`config.mk`:
```
export PLATFORM = sky130hd
export DESIGN_NAME = resp_array_to_command_line_top
export DESIGN_NICKNAME = d
export VERILOG_FILES = /design/src/sv/ra2cl_pkg.sv /design/src/sv/ra2cl_outq.sv /design/src/sv/resp_array_to_command_line_top.sv
export VERILOG_INCLUDE_DIRS = /design/src /design/src/sv
export SDC_FILE = /design/constraint.sdc
export NUM_CORES = 1
export LEC_CHECK = 0
export BUFFER_PORTS_ARGS = -buffer_cell sky130_fd_sc_hd__buf_4
export CORE_MARGIN = 2
export CORE_UTILIZATION = 30
export CTS_CLUSTER_DIAMETER = 40
export DETAILED_ROUTE_END_ITERATION = 6
export PLACE_DENSITY = 0.53
export SLEW_MARGIN = 5
export SYNTH_ARGS = -nofsm -noshare
export SYNTH_HDL_FRONTEND = slang
export SYNTH_SLANG_ARGS = --single-unit
```
`constraint.sdc`:
```
create_clock -name clk_i -period 10 [get_ports clk_i]
set_input_delay 0.5 -clock clk_i [delete_from_list [all_inputs] [get_ports clk_i]]
set_output_delay 0.5 -clock clk_i [all_outputs]
set_load 0.02 [all_outputs]
```
`src/sv/resp_array_to_command_line_top_assert.svh`:
```
`ifndef RESP_ARRAY_TO_COMMAND_LINE_TOP_ASSERT_SVH
`define RESP_ARRAY_TO_COMMAND_LINE_TOP_ASSERT_SVH

// same-cycle implication, sampled on clk_i, off during reset
`define RA2CL_ASSERT_IMP(lbl, ante, cons, msg) \
  lbl: assert property (@(posedge clk_i) disable iff (!rst_ni) (ante) |-> (cons)) \
    else $error(msg);

// next-cycle implication, sampled on clk_i, off during reset
`define RA2CL_ASSERT_NXT(lbl, ante, cons, msg) \
  lbl: assert property (@(posedge clk_i) disable iff (!rst_ni) (ante) |=> (cons)) \
    else $error(msg);

`endif

```
`src/sv/ra2cl_pkg.sv`:
```
package ra2cl_pkg;

  localparam logic [7:0] CH_STAR   = 8'h2A;
  localparam logic [7:0] CH_DOLLAR = 8'h24;
  localparam logic [7:0] CH_CR     = 8'h0D;
  localparam logic [7:0] CH_LF     = 8'h0A;
  localparam logic [7:0] CH_SPACE  = 8'h20;
  localparam logic [7:0] CH_ZERO   = 8'h30;
  localparam logic [7:0] CH_NINE   = 8'h39;

  // results per item at most, and output queue depth
  localparam int MAX_RES   = 3;
  localparam int Q_DEPTH   = 4;
  localparam int Q_PTR_W   = $clog2(Q_DEPTH);
  localparam int Q_CNT_W   = $clog2(Q_DEPTH + 1);
  localparam int RES_CNT_W = $clog2(MAX_RES + 1);

  typedef enum logic [3:0] {
    PH_START,
    PH_PLAIN,
    PH_COUNT,
    PH_COUNT_LF,
    PH_DOLLAR,
    PH_LEN,
    PH_LEN_LF,
    PH_PAYLOAD,
    PH_TRAIL1,
    PH_TRAIL2,
    PH_DONE
  } phase_e;

  typedef struct packed {
    logic [7:0] data;
    logic       has_byte;
    logic       last;
    logic       err;
  } result_t;

  typedef struct packed {
    logic [RES_CNT_W-1:0]      cnt;
    result_t [MAX_RES-1:0]     res;
  } push_t;

endpackage

```
`src/sv/ra2cl_outq.sv`:
```
module ra2cl_outq (
  input  logic              clk_i,
  input  logic              rst_ni,
  input  ra2cl_pkg::push_t  push_i,
  output logic              room_o,
  output logic              out_valid_o,
  input  logic              out_ready_i,
  output ra2cl_pkg::result_t out_res_o
);

  ra2cl_pkg::result_t mem_q [ra2cl_pkg::Q_DEPTH];

  logic [ra2cl_pkg::Q_PTR_W-1:0] wr_ptr_q, wr_ptr_d;
  logic [ra2cl_pkg::Q_PTR_W-1:0] rd_ptr_q, rd_ptr_d;
  logic [ra2cl_pkg::Q_CNT_W-1:0] count_q, count_d;
  logic                          pop;

  assign out_valid_o = (count_q != '0);
  assign out_res_o   = mem_q[rd_ptr_q];
  assign pop         = out_valid_o && out_ready_i;
  assign room_o      = count_q <= ra2cl_pkg::Q_CNT_W'(ra2cl_pkg::Q_DEPTH - ra2cl_pkg::MAX_RES);

  always_comb begin
    wr_ptr_d = wr_ptr_q + ra2cl_pkg::Q_PTR_W'(push_i.cnt);
    rd_ptr_d = rd_ptr_q + ra2cl_pkg::Q_PTR_W'(pop);
    count_d  = count_q + ra2cl_pkg::Q_CNT_W'(push_i.cnt) - ra2cl_pkg::Q_CNT_W'(pop);
  end

  always_ff @(posedge clk_i) begin
    for (int k = 0; k < ra2cl_pkg::MAX_RES; k++) begin
      if (ra2cl_pkg::RES_CNT_W'(k) < push_i.cnt) begin
        mem_q[wr_ptr_q + ra2cl_pkg::Q_PTR_W'(k)] <= push_i.res[k];
      end
    end
  end

  always_ff @(posedge clk_i or negedge rst_ni) begin
    if (!rst_ni) begin
      wr_ptr_q <= '0;
      rd_ptr_q <= '0;
      count_q  <= '0;
    end else begin
      wr_ptr_q <= wr_ptr_d;
      rd_ptr_q <= rd_ptr_d;
      count_q  <= count_d;
    end
  end

endmodule

```
`src/sv/resp_array_to_command_line_top.sv`:
```
// an item is registered at the input, then pushed to the output queue
// throughput: one item per cycle while the output side keeps up
// an item giving two or three results holds input until the 4-entry queue has room
// reset: asynchronous, active low; parser returns to start of message, queue empties
module resp_array_to_command_line_top #(
  parameter int COUNT_BITS  = 16,
  parameter int LENGTH_BITS = 32
) (
  input  logic       clk_i,
  input  logic       rst_ni,
  input  logic [7:0] in_byte_i,
  input  logic       in_last_i,
  input  logic       in_valid_i,
  output logic       in_ready_o,
  output logic [7:0] out_byte_o,
  output logic       out_has_byte_o,
  output logic       out_last_o,
  output logic       out_error_o,
  output logic       out_valid_o,
  input  logic       out_ready_i
);

  `include "resp_array_to_command_line_top_assert.svh"

  logic       in_vld_q;
  logic [7:0] in_byte_q;
  logic       in_last_q;
  logic       in_acc;
  logic       proc;
  logic       room;

  ra2cl_pkg::phase_e        phase_q, phase_d;
  logic [COUNT_BITS-1:0]    elem_q, elem_d;
  logic [LENGTH_BITS-1:0]   len_q, len_d;
  logic                     digit_q, digit_d;
  logic                     first_q, first_d;
  logic [1:0][7:0]          held_q, held_d;
  logic [1:0]               held_cnt_q, held_cnt_d;
  logic                     err_q, err_d;

  logic [COUNT_BITS+3:0]    cnt_acc;
  logic [LENGTH_BITS+3:0]   len_acc;
  logic                     is_digit;
  logic [3:0]               dig;

  logic [2:0][7:0]          ebyte;
  logic [1:0]               ne;
  logic [1:0]               nplain;
  logic                     marker;
  logic                     fin_err;
  logic                     complete;

  ra2cl_pkg::push_t         push;
  ra2cl_pkg::result_t       out_res;

  assign in_acc     = in_valid_i && in_ready_o;
  assign proc       = in_vld_q && room;
  assign in_ready_o = !in_vld_q || proc;

  always_ff @(posedge clk_i or negedge rst_ni) begin
    if (!rst_ni) begin
      in_vld_q <= 1'b0;
    end else if (in_acc) begin
      in_vld_q <= 1'b1;
    end else if (proc) begin
      in_vld_q <= 1'b0;
    end
  end

  always_ff @(posedge clk_i) begin
    if (in_acc) begin
      in_byte_q <= in_byte_i;
      in_last_q <= in_last_i;
    end
  end

  assign is_digit = (in_byte_q >= ra2cl_pkg::CH_ZERO) && (in_byte_q <= ra2cl_pkg::CH_NINE);
  assign dig      = 4'(in_byte_q - ra2cl_pkg::CH_ZERO);
  assign cnt_acc  = ({4'b0, elem_q} << 3) + ({4'b0, elem_q} << 1) + (COUNT_BITS + 4)'(dig);
  assign len_acc  = ({4'b0, len_q} << 3) + ({4'b0, len_q} << 1) + (LENGTH_BITS + 4)'(dig);

  always_comb begin
    phase_d    = phase_q;
    elem_d     = elem_q;
    len_d      = len_q;
    digit_d    = digit_q;
    first_d    = first_q;
    held_d     = held_q;
    held_cnt_d = held_cnt_q;
    err_d      = err_q;
    ebyte      = '0;
    ne         = 2'd0;
    nplain     = 2'd0;
    marker     = 1'b0;
    fin_err    = 1'b0;
    complete   = 1'b0;

    if (proc) begin
      if (phase_q == ra2cl_pkg::PH_START) begin
        if (in_byte_q == ra2cl_pkg::CH_STAR) begin
          phase_d = ra2cl_pkg::PH_COUNT;
          elem_d  = '0;
          digit_d = 1'b0;
        end else begin
          phase_d = ra2cl_pkg::PH_PLAIN;
        end
      end else if (phase_q != ra2cl_pkg::PH_PLAIN && !err_q) begin
        case (phase_q)
          ra2cl_pkg::PH_COUNT, ra2cl_pkg::PH_LEN: begin
            if (is_digit) begin
              if (phase_q == ra2cl_pkg::PH_COUNT) begin
                if (|cnt_acc[COUNT_BITS+3:COUNT_BITS]) begin
                  err_d = 1'b1;
                end else begin
                  elem_d = cnt_acc[COUNT_BITS-1:0];
                end
              end else begin
                if (|len_acc[LENGTH_BITS+3:LENGTH_BITS]) begin
                  err_d = 1'b1;
                end else begin
                  len_d = len_acc[LENGTH_BITS-1:0];
                end
              end
              digit_d = 1'b1;
            end else if (in_byte_q == ra2cl_pkg::CH_CR && digit_q) begin
              phase_d = (phase_q == ra2cl_pkg::PH_COUNT) ? ra2cl_pkg::PH_COUNT_LF
                                                         : ra2cl_pkg::PH_LEN_LF;
            end else begin
              err_d = 1'b1;
            end
          end
          ra2cl_pkg::PH_COUNT_LF: begin
            if (in_byte_q != ra2cl_pkg::CH_LF) begin
              err_d = 1'b1;
            end else begin
              phase_d = (elem_q == '0) ? ra2cl_pkg::PH_DONE : ra2cl_pkg::PH_DOLLAR;
            end
          end
          ra2cl_pkg::PH_DOLLAR: begin
            if (in_byte_q != ra2cl_pkg::CH_DOLLAR) begin
              err_d = 1'b1;
            end else begin
              phase_d = ra2cl_pkg::PH_LEN;
              len_d   = '0;
              digit_d = 1'b0;
            end
          end
          ra2cl_pkg::PH_LEN_LF: begin
            if (in_byte_q != ra2cl_pkg::CH_LF) begin
              err_d = 1'b1;
            end else begin
              if (!first_q) begin
                ebyte[0] = ra2cl_pkg::CH_SPACE;
                ne       = 2'd1;
              end
              first_d = 1'b0;
              phase_d = (len_q == '0) ? ra2cl_pkg::PH_TRAIL1 : ra2cl_pkg::PH_PAYLOAD;
            end
          end
          ra2cl_pkg::PH_PAYLOAD: begin
            ebyte[0] = in_byte_q;
            ne       = 2'd1;
            len_d    = len_q - LENGTH_BITS'(1);
            if (len_q == LENGTH_BITS'(1)) begin
              phase_d = ra2cl_pkg::PH_TRAIL1;
            end
          end
          ra2cl_pkg::PH_TRAIL1: begin
            phase_d = ra2cl_pkg::PH_TRAIL2;
          end
          ra2cl_pkg::PH_TRAIL2: begin
            elem_d  = elem_q - COUNT_BITS'(1);
            phase_d = (elem_q == COUNT_BITS'(1)) ? ra2cl_pkg::PH_DONE : ra2cl_pkg::PH_DOLLAR;
          end
          default: begin
          end
        endcase
      end

      // plain text with a two-byte holdback; a trailing cr, lf or cr-lf is dropped
      if (phase_d == ra2cl_pkg::PH_PLAIN) begin
        if (!in_last_q) begin
          if (held_cnt_q == 2'd2) begin
            ebyte[0]  = held_q[0];
            ne        = 2'd1;
            held_d[0] = held_q[1];
            held_d[1] = in_byte_q;
          end else begin
            held_d[held_cnt_q[0]] = in_byte_q;
            held_cnt_d            = held_cnt_q + 2'd1;
          end
        end else begin
          ebyte[0] = (held_cnt_q != 2'd0) ? held_q[0] : in_byte_q;
          ebyte[1] = (held_cnt_q == 2'd2) ? held_q[1] : in_byte_q;
          ebyte[2] = in_byte_q;
          nplain   = held_cnt_q + 2'd1;
          if (in_byte_q == ra2cl_pkg::CH_LF) begin
            nplain = held_cnt_q;
            if (held_cnt_q != 2'd0 &&
                held_q[1'(held_cnt_q - 2'd1)] == ra2cl_pkg::CH_CR) begin
              nplain = held_cnt_q - 2'd1;
            end
          end else if (in_byte_q == ra2cl_pkg::CH_CR) begin
            nplain = held_cnt_q;
          end
          ne = nplain;
        end
      end

      if (in_last_q) begin
        if (phase_d != ra2cl_pkg::PH_PLAIN) begin
          complete = (phase_d == ra2cl_pkg::PH_DONE) ||
                     ((phase_d == ra2cl_pkg::PH_TRAIL1 || phase_d == ra2cl_pkg::PH_TRAIL2) &&
                      elem_d == COUNT_BITS'(1));
          fin_err  = err_d || !complete;
        end
        if (ne == 2'd0) begin
          ne       = 2'd1;
          marker   = 1'b1;
          ebyte[0] = 8'h00;
        end
        phase_d    = ra2cl_pkg::PH_START;
        elem_d     = '0;
        len_d      = '0;
        digit_d    = 1'b0;
        first_d    = 1'b1;
        held_cnt_d = 2'd0;
        err_d      = 1'b0;
      end
    end
  end

  always_comb begin
    push.cnt = proc ? ra2cl_pkg::RES_CNT_W'(ne) : '0;
    for (int k = 0; k < ra2cl_pkg::MAX_RES; k++) begin
      push.res[k].data     = ebyte[k];
      push.res[k].has_byte = !marker;
      push.res[k].last     = in_last_q && (2'(k) == ne - 2'd1);
      push.res[k].err      = fin_err && (2'(k) == ne - 2'd1);
    end
  end

  always_ff @(posedge clk_i or negedge rst_ni) begin
    if (!rst_ni) begin
      phase_q    <= ra2cl_pkg::PH_START;
      elem_q     <= '0;
      len_q      <= '0;
      digit_q    <= 1'b0;
      first_q    <= 1'b1;
      held_cnt_q <= 2'd0;
      err_q      <= 1'b0;
    end else begin
      phase_q    <= phase_d;
      elem_q     <= elem_d;
      len_q      <= len_d;
      digit_q    <= digit_d;
      first_q    <= first_d;
      held_cnt_q <= held_cnt_d;
      err_q      <= err_d;
    end
  end

  always_ff @(posedge clk_i) begin
    held_q <= held_d;
  end

  ra2cl_outq u_outq (
    .clk_i       (clk_i),
    .rst_ni      (rst_ni),
    .push_i      (push),
    .room_o      (room),
    .out_valid_o (out_valid_o),
    .out_ready_i (out_ready_i),
    .out_res_o   (out_res)
  );

  assign out_byte_o     = out_res.data;
  assign out_has_byte_o = out_res.has_byte;
  assign out_last_o     = out_res.last;
  assign out_error_o    = out_res.err;

  `RA2CL_ASSERT_IMP(a_held_only_plain, held_cnt_q != 2'd0, phase_q == ra2cl_pkg::PH_PLAIN, "held bytes outside plain text")
  `RA2CL_ASSERT_IMP(a_plain_no_err, phase_q == ra2cl_pkg::PH_PLAIN, !err_q, "error flag in plain text")
  `RA2CL_ASSERT_IMP(a_payload_len, phase_q == ra2cl_pkg::PH_PAYLOAD, len_q != '0, "payload phase with zero length")
  `RA2CL_ASSERT_NXT(a_last_clears, proc && in_last_q, phase_q == ra2cl_pkg::PH_START && held_cnt_q == 2'd0 && !err_q, "state not cleared after last item")

endmodule

```
# After elaboration in Yosys (flattened, before gate mapping)
# Memories as Yosys holds them, arrays and structs flattened.
# Index checks and enable logic that the tools add are counted.
word_totals:
  reg_bits: 90
  ramBits: 44
  input_bits: 13
  out_inout_bits: 13
  n_memories: 1
op_classes:
  n_addsub: 16
  order_cmp: 9
  n_eq_ne: 36
  muxes: 110
  bitwise_logic: 1
  reduce_logical: 46
mem_list:
  columns: ["name", "depth", "word_bits", "read_ports", "rd_ports_with_merged_regs", "wr", "line_no", "text"]
  rows:
  - ["u_outq.mem_q", 4, 11, 1, 0, 3, "ra2cl_outq.sv:11", "ra2cl_pkg::result_t mem_q [ra2cl_pkg::Q_DEPTH];"]
op_table:
  columns: ["cell", "count"]
  rows:
  - ["$mux W32", 7]
  - ["$mux W16", 10]
  - ["$pmux W32 S3", 1]
  - ["$mux W8", 11]
  - ["$mux W4", 13]
  - ["$mux W24", 2]
  - ["$mux W1", 40]
  - ["$add A35 B33 Y36", 1]
  - ["$add A36 B4 Y36", 1]
  - ["$eq A16 B1 Y1 const B", 2]
  - ["$eq A32 B1 Y1 const B", 1]
  - ["$logic_not A32 Y1", 1]
  - ["$pmux W16 S2", 1]
  - ["$sub A32 B1 Y32 const B", 1]
  - ["$mux W2", 15]
  - ["$pmux W4 S7", 1]
  - ["$eq A8 B4 Y1 const B", 3]
  - ["$add A19 B17 Y20", 1]
  - ["$add A20 B4 Y20", 1]
  - ["$eq A4 B4 Y1 const B", 5]
  - ["$bwmux W16", 1]
  - ["$eq A4 B3 Y1 const B", 4]
  - ["$logic_not A16 Y1", 1]
  - ["$pmux W8 S2", 1]
  - ["49 further kinds", 93]

# Depth between registers and ports, before layout
# Gate-level depths: netlist (run 1).
depth:
  depth_word: 19
  depth_mapped: 18

# Cells and area by module
# Synthesis (run 1) repeated with hierarchy kept, for this count alone.
hier_totals:
  hier_cells: 1490
  area_unflattened_um2: 12219.2
modules_own_cells:
  columns: ["module", "n_inst", "cells_each", "area_per_inst_um2"]
  rows:
  - ["resp_array_to_command_line_top", 1, 1182, 9235.1]
  - ["ra2cl_outq", 1, 308, 2984.1]

# Least setup slack after synthesis (run 1)
# No wires, ideal clock.
synth_path:
  path_kind: "reg2reg"
  from: "register in_byte_q[3]"
  to: "memory u_outq.mem_q[0][0] in the netlist's numbering (data pin)"
  setup_ns: 0.298
  t_arrival_ns: 4.543
  required_time_ns: 9.702
  slack_ns: 5.159
  path_stages_with_launch: 17
  n_path_buf: 1
  cell_sequence: "edfxtp_1 > clkbuf_1 > inv_1 > fa_1 > inv_1 > fa_1 > a211oi_1 > o21ai_0 > a41oi_1 > o21ai_0 > xnor2_1 > a21oi_1 > o31ai_1 > nand2_1 > or4_1 > o31ai_1 > a211oi_1"
synth_lines:
  columns: ["element", "line_no", "text"]
  rows:
  - ["from (decl)", "resp_array_to_command_line_top.sv:26", "logic [7:0] in_byte_q;"]
  - ["from (signal assigned)", "resp_array_to_command_line_top.sv:72", "in_byte_q <= in_byte_i;"]
  - ["to (decl)", "ra2cl_outq.sv:11", null]

==> results of run 1 <==
-- per-stage QoR --
step	instances	power, mW	utilization	setup slack (ns)	hold slack (ns)
2_1_floorplan	1372	1.913	-	5.159	0.2044
3_3_place_gp	1850	2.328	0.3207	4.192	0.4644
3_5_place_dp	1850	2.347	0.3207	4.103	0.4711
4_1_cts	1882	3.013	0.3362	4.070	0.2290
5_1_grt	1883	3.218	0.3363	3.550	0.2253
6_report	1883	3.006	0.3363	3.988	0.2048
-- critical path, stage by stage, from the launching register on --
cell      delay [ns]
edfxtp_1        0.73
inv_1           0.16
fa_1            0.52
inv_1           0.07
fa_1            0.50
a211oi_1        0.30
o21ai_0         0.18
a41oi_1         0.37
o21ai_0         0.21
xnor2_1         0.67
a21oi_1         0.26
o31ai_1         0.29
nand2_1         0.10
or4_1           0.52
o31ai_1         0.68
a211oi_1        0.17
-- cells by family after synthesis --
group,count (synthesis),synth area share
AOI/OAI and AO/OA,452,0.2534
xor gates and xnor gates,49,0.03638
adders and majority gates,110,0.1199
buffers and inverters,112,0.03745
DFF,134,0.3137
muxes,20,0.02875
and+or+nand+nor,495,0.2105
-- power groups by stage --
stage / Combinational, mW / Clock (mW) / Sequential, mW
final: 1.43 / 0.656 / 0.921
after global routing: 1.58 / 0.691 / 0.943
after CTS: 1.42 / 0.669 / 0.921
after detailed placement: 1.42 / 0 / 0.931
after global placement: 1.40 / 0 / 0.928
after floorplan: 1.10 / 0 / 0.808
-- cells in the final DEF, fill, tap and decap left out, types with 18 or more instances in the layout --
cell type / instances
xnor2_1: 30
a21o_1: 35
nand2_1: 130
edfxtp_1: 69
a22oi_1: 20
nand4_1: 20
dfrtp_1: 64
nand3_1: 32
inv_1: 35
a21oi_1: 99
nor2_1: 137
nor2b_1: 18
xor2_1: 19
buf_4: 35
nor3_1: 42
o21ai_0: 115
ha_1: 105
-- layer usage --
metal,up-vias,wire [microns]
li1,5178,-
met1,5176,17280
met2,404,15980
met3,67,2014
met4,0,885
met5,-,0
-- flip-flops by register name (all words and copies together), names as in the netlist, 2 cells and up --
name	count
u_outq.rd_ptr_q	2
in_byte_q	8
len_q	32
u_outq.mem_q	44
u_outq.wr_ptr_q	2
held_q	16
phase_q	4
u_outq.count_q	3
held_cnt_q	2
elem_q	16
-- final cells by class --
type	count	area, sq um
clock buffer	18	429.2
tap	518	648.1
antenna	1	2.502
multi-input combinational	1126	7671
clock inverter	14	172.7
fill	4012	25710
inverter	37	141.4
sequential	134	3700
timing repair buffer	35	262.8
-- worst paths after layout --
path / endpoint / slack, ns / depth (start not counted)
worst min-delay path: len_q[9] / 0.20 / 1
worst min register to register: first_q / 0.48 / 2
max in group asynchronous: len_q[1] / 9.19 / 1
min in group clk_i: in_byte_q[0] / 0.24 / 1
worst max-delay path: u_outq.mem_q[1][0] / 3.99 / 15
worst max register to register: u_outq.mem_q[1][0] / 3.99 / 15
==> flow_summary.json, run 1 <==
{
  "vias": 10830,
  "grt_use_met1": 0.2562,
  "syn_inst": 1372,
  "grt_remaining_overflow": 0,
  "period_minus_slack_ns": 6.012,
  "clockBufferDepth": 2,
  "async_reset_ff_frac": 0.4851,
  "crit_start": "in_byte_q[3]",
  "synthFlopType": "edfxtp_1",
  "p_switching_mw": 1.328,
  "portBuffers": 25,
  "clock_latency_ns": 0.44,
  "fmax_mhz": 166.3,
  "synth_seq_cells": 134,
  "hp-class": "in -> async",
  "cts_hold_buf": 0,
  "synth_common_cells": "138 x nor2_1, 130 x nand2_1, 115 x o21ai_0, 105 x ha_1, 99 x a21oi_1",
  "p_sw_frac": 0.4419,
  "yosysSeqAreaShare": 0.3137,
  "cts_tree": "done",
  "intPower_mw": 1.678,
  "drc": 0,
  "setup_tns_ns": 0,
  "cts_buffers": 17,
  "crit_arrival_ns": 6.15,
  "drt-initial-drc-count": 1132,
  "clkSlewWorstSetupHoldPaths_ns": 0.06,
  "maxCapViolCount": 0,
  "synthDistinctLibCells": 91,
  "num_rows": 72,
  "synth_most_common_cell": "nor2_1",
  "pin_count": 26,
  "synth_area_per_cell_sq_um": 8.597,
  "slew_headroom": 0.1663,
  "ir_worst_vdd_mv": 0.1071,
  "routed_wl_mm": 36.17,
  "netlist_top_cells_area": "edfxtp_1 18%, dfrtp_1 14%, ha_1 11%, o21ai_0 4.9%, nor2_1 4.4%",
  "p_leak_nw": 5.450,
  "report.final.slew_viol_count": 0,
  "worstSetupStartpointType": "register",
  "worstMarginPinSlew_ns": 1.241,
  "powerDensity_nw_per_um2": 230.7,
  "grt_antenna_before_repair": 1,
  "die_h_microns": 202.3,
  "end_kind": "register",
  "ant_nets": 0,
  "hold_viol": 0,
  "ctsResizeCount": 0,
  "synth_enable_flop_cells": 69,
  "grt_max_degree": 66,
  "synth_top_area_frac": 0.1757,
  "syn_nets": 1495,
  "die_x_microns": 202.3,
  "clock_sinks": 134,
  "cp_data_required_time_ns": 10.14,
  "placed_cell_area_sq_um": 12420,
  "synth_warnings": 0,
  "critical_path_peak_fanout": 13,
  "grt_util_met2": 0.2681,
  "fin_area_sq_um": 13030,
  "gp_congestion": 0.8493,
  "syn_to_final_growth_pct": 10.45,
  "rr_startpoint": "in_byte_q[3]",
  "pwr-share-seq": 0.307,
  "post_cts_buffers": 0,
  "drive_gt1_frac": 0.08431,
  "status": "finished clean",
  "rsz0062_at_grt": "false",
  "grtUsageTotal": 0.1767,
  "pwr-share-clk": 0.218,
  "grt.busiest_layer": "met2",
  "finalSetupViolCount": 0,
  "comb_power_share": 0.475,
  "start_util": 0.3045,
  "root_buffer": "clkbuf_16",
  "grt_use_met3": 0.02677,
  "vias_per_cell": 5.749,
  "yosys.area.top_type": "edfxtp_1",
  "final_nets": 1474,
  "min_period_over_period": 0.6012,
  "crit_type": "reg -> reg",
  "fin_skew_ns": 0.01309,
  "grt_pass1_vias": 10200,
  "dieArea_sq_um": 40920,
  "wl_per_cell_microns": 19.21,
  "htree_num_levels": 4,
  "grt_pass1_wl_mm": 57.50,
  "hpwl_mm": 26.13,
  "coreArea_sq_um": 38740,
  "syn_area_sq_um": 11800,
  "firstDrtPassIters": 5
}
No activity file was read; power rests on OpenSTA's default activity.
==> run 2: changes to the inputs <==
clock period = 6.05 ns   (was 10 ns; I/O delays follow)
==> flow_summary.json, run 2 (synthesis gave the netlist of run 1 again) <==
{
  "hp-class": "in -> async",
  "worstMarginPinSlew_ns": 1.249,
  "period_minus_slack_ns": 5.439,
  "slew_headroom": 0.1457,
  "largestRegisters": "u_outq.mem_q x44, len_q x32",
  "grtUsageTotal": 0.1778,
  "grt_pass1_wl_mm": 58.20,
  "maxCapViolCount": 0,
  "drive_gt1_frac": 0.08918,
  "finalSetupViolCount": 0,
  "largest_register_ffs": 44,
  "num_rows": 72,
  "hpwl_mm": 26.40,
  "dieArea_sq_um": 40920,
  "rsz0062_at_grt": "false",
  "firstDrtPassIters": 5,
  "post_cts_buffers": 0,
  "gp_congestion": 0.8839,
  "crit_chain": "inv_1 > fa_1 > inv_1 > fa_1 > a211oi_1 > o21ai_0 > a41oi_1 > o21ai_0 > xor2_1 > nor3_1 > a311oi_1 > nand4_1 > or4_1 > o31ai_2 > a211oi_1",
  "fmax_mhz": 183.9,
  "clockBufferDepth": 2,
  "cts_tree": "done",
  "cpLargestDelayFamily": "compound AO/OA/AOI/OAI gates",
  "ant_nets": 0,
  "powerDensity_nw_per_um2": 378.9,
  "cts_hold_buf": 0,
  "diodes": 0,
  "hold_slack_ns": -0.01179,
  "fill_cells": 4006,
  "die_h_microns": 202.3,
  "portBuffers": 25,
  "clock_latency_ns": 0.44,
  "layout_commonest_cell": "nor2_1",
  "htree_num_levels": 4,
  "die_x_microns": 202.3,
  "critical_path_peak_fanout": 9,
  "pin_count": 26,
  "drc": 0,
  "hold_viol": 6,
  "status": "finished with violations",
  "cpPeakStageDelay_ns": 0.54,
  "cts_buffers": 17,
  "path_buf_inv": 2,
  "root_buffer": "clkbuf_16",
  "wl_per_cell_microns": 19.09,
  "vias": 10750,
  "violations": "negative hold slack",
  "layout_common_cells": "137 x nor2_1, 130 x nand2_1, 115 x o21ai_0",
  "max_flop_register": "u_outq.mem_q",
  "cp_data_required_time_ns": 6.18,
  "ctsResizeCount": 0,
  "crit_arrival_ns": 5.56,
  "worstSetupStartpointType": "register",
  "min_period_over_period": 0.8990,
  "p_leak_nw": 5.489,
  "routed_wl_mm": 36.01,
  "ir_worst_vdd_mv": 0.2181,
  "clkSlewWorstSetupHoldPaths_ns": 0.06,
  "drt-initial-drc-count": 908,
  "start_util": 0.3045,
  "grt_max_degree": 66,
  "fin_ws_ns": 0.6112,
  "vias_per_cell": 5.701,
  "fin_skew_ns": 0.01115,
  "pre_cts_ws_ns": 0.3416,
  "coreArea_sq_um": 38740,
  "grt_antenna_before_repair": 0,
  "final_nets": 1478,
  "clock_sinks": 134,
  "crit_type": "reg -> reg",
  "grt_pass1_vias": 10370,
  "slowest_stage": "fa_1",
  "setup_tns_ns": 0,
  "report.final.slew_viol_count": 0,
  "syn_to_final_growth_pct": 10.88,
  "grt_remaining_overflow": 0,
  "end_kind": "register"
}
## run 2: changes by cell type in the layout (fill, tap and decap cells not counted), sizes merged
cell | previous run | this run
buf | 35 | 39
clkinv | 3 | 5
inv | 41 | 42
clkinvlp | 4 | 1
diode | 1 | 0
## run 2: area by class of cell
type / instances / area [sq um] / area share
Clock buffer: 18 / 429.2 / 0.03281
Sequential cell: 134 / 3700 / 0.2829
Multi-Input combinational cell: 1126 / 7682 / 0.5874
Clock inverter: 14 / 185.2 / 0.01416
Tap cell: 518 / 648.1 / 0.04956
Timing Repair Buffer: 39 / 292.8 / 0.02239
Inverter: 37 / 141.4 / 0.01081
## run 2: path summary, 6_finish.rpt
| kind | from | endpoint | slack [ns] | cells after the start |
|---|---|---|---|---|
| max | elem_q[2] | u_outq.mem_q[1][0] | 0.61 | 15 |
| min | rst_ni | len_q[7] | -0.01 | 1 |
| max reg2reg | elem_q[2] | u_outq.mem_q[1][0] | 0.61 | 15 |
| min reg2reg | first_q | first_q | 0.48 | 2 |
| max in group asynchronous | rst_ni | in_vld_q | 5.45 | 1 |
| min in group clk_i | in_byte_i[7] | in_byte_q[7] | 0.04 | 1 |
## run 2: metrics by stage
step                power, mW  hold WS, ns  area [sq um]  instances    util
finish                  4.955     -0.01179         13080       1886  0.3376
global route            5.333      0.03180         13080       1886  0.3376
CTS                     4.967      0.02542         13070       1886  0.3373
detailed placement      3.866       0.4694         12450       1854  0.3214
global placement        3.841       0.4625         12450       1854  0.3214
floorplan               3.162     0.006909         11800       1372       -
## run 2: where the power goes
part | internal [mW] | switching, mW | total (mW)
clock network | 0.658 | 0.428 | 1.09
registers | 1.21 | 0.291 | 1.50
logic | 0.921 | 1.45 | 2.37
total | 2.78 | 2.17 | 4.96
## run 2: layer usage
layer / global-route usage / up-vias / part of all wire
li1: - / 5175 / -
met1: 0.2541 / 5194 / 0.49
met2: 0.2767 / 334 / 0.44
met3: 0.02628 / 49 / 0.052
met4: 0.05370 / 0 / 0.019
met5: 0 / - / 0
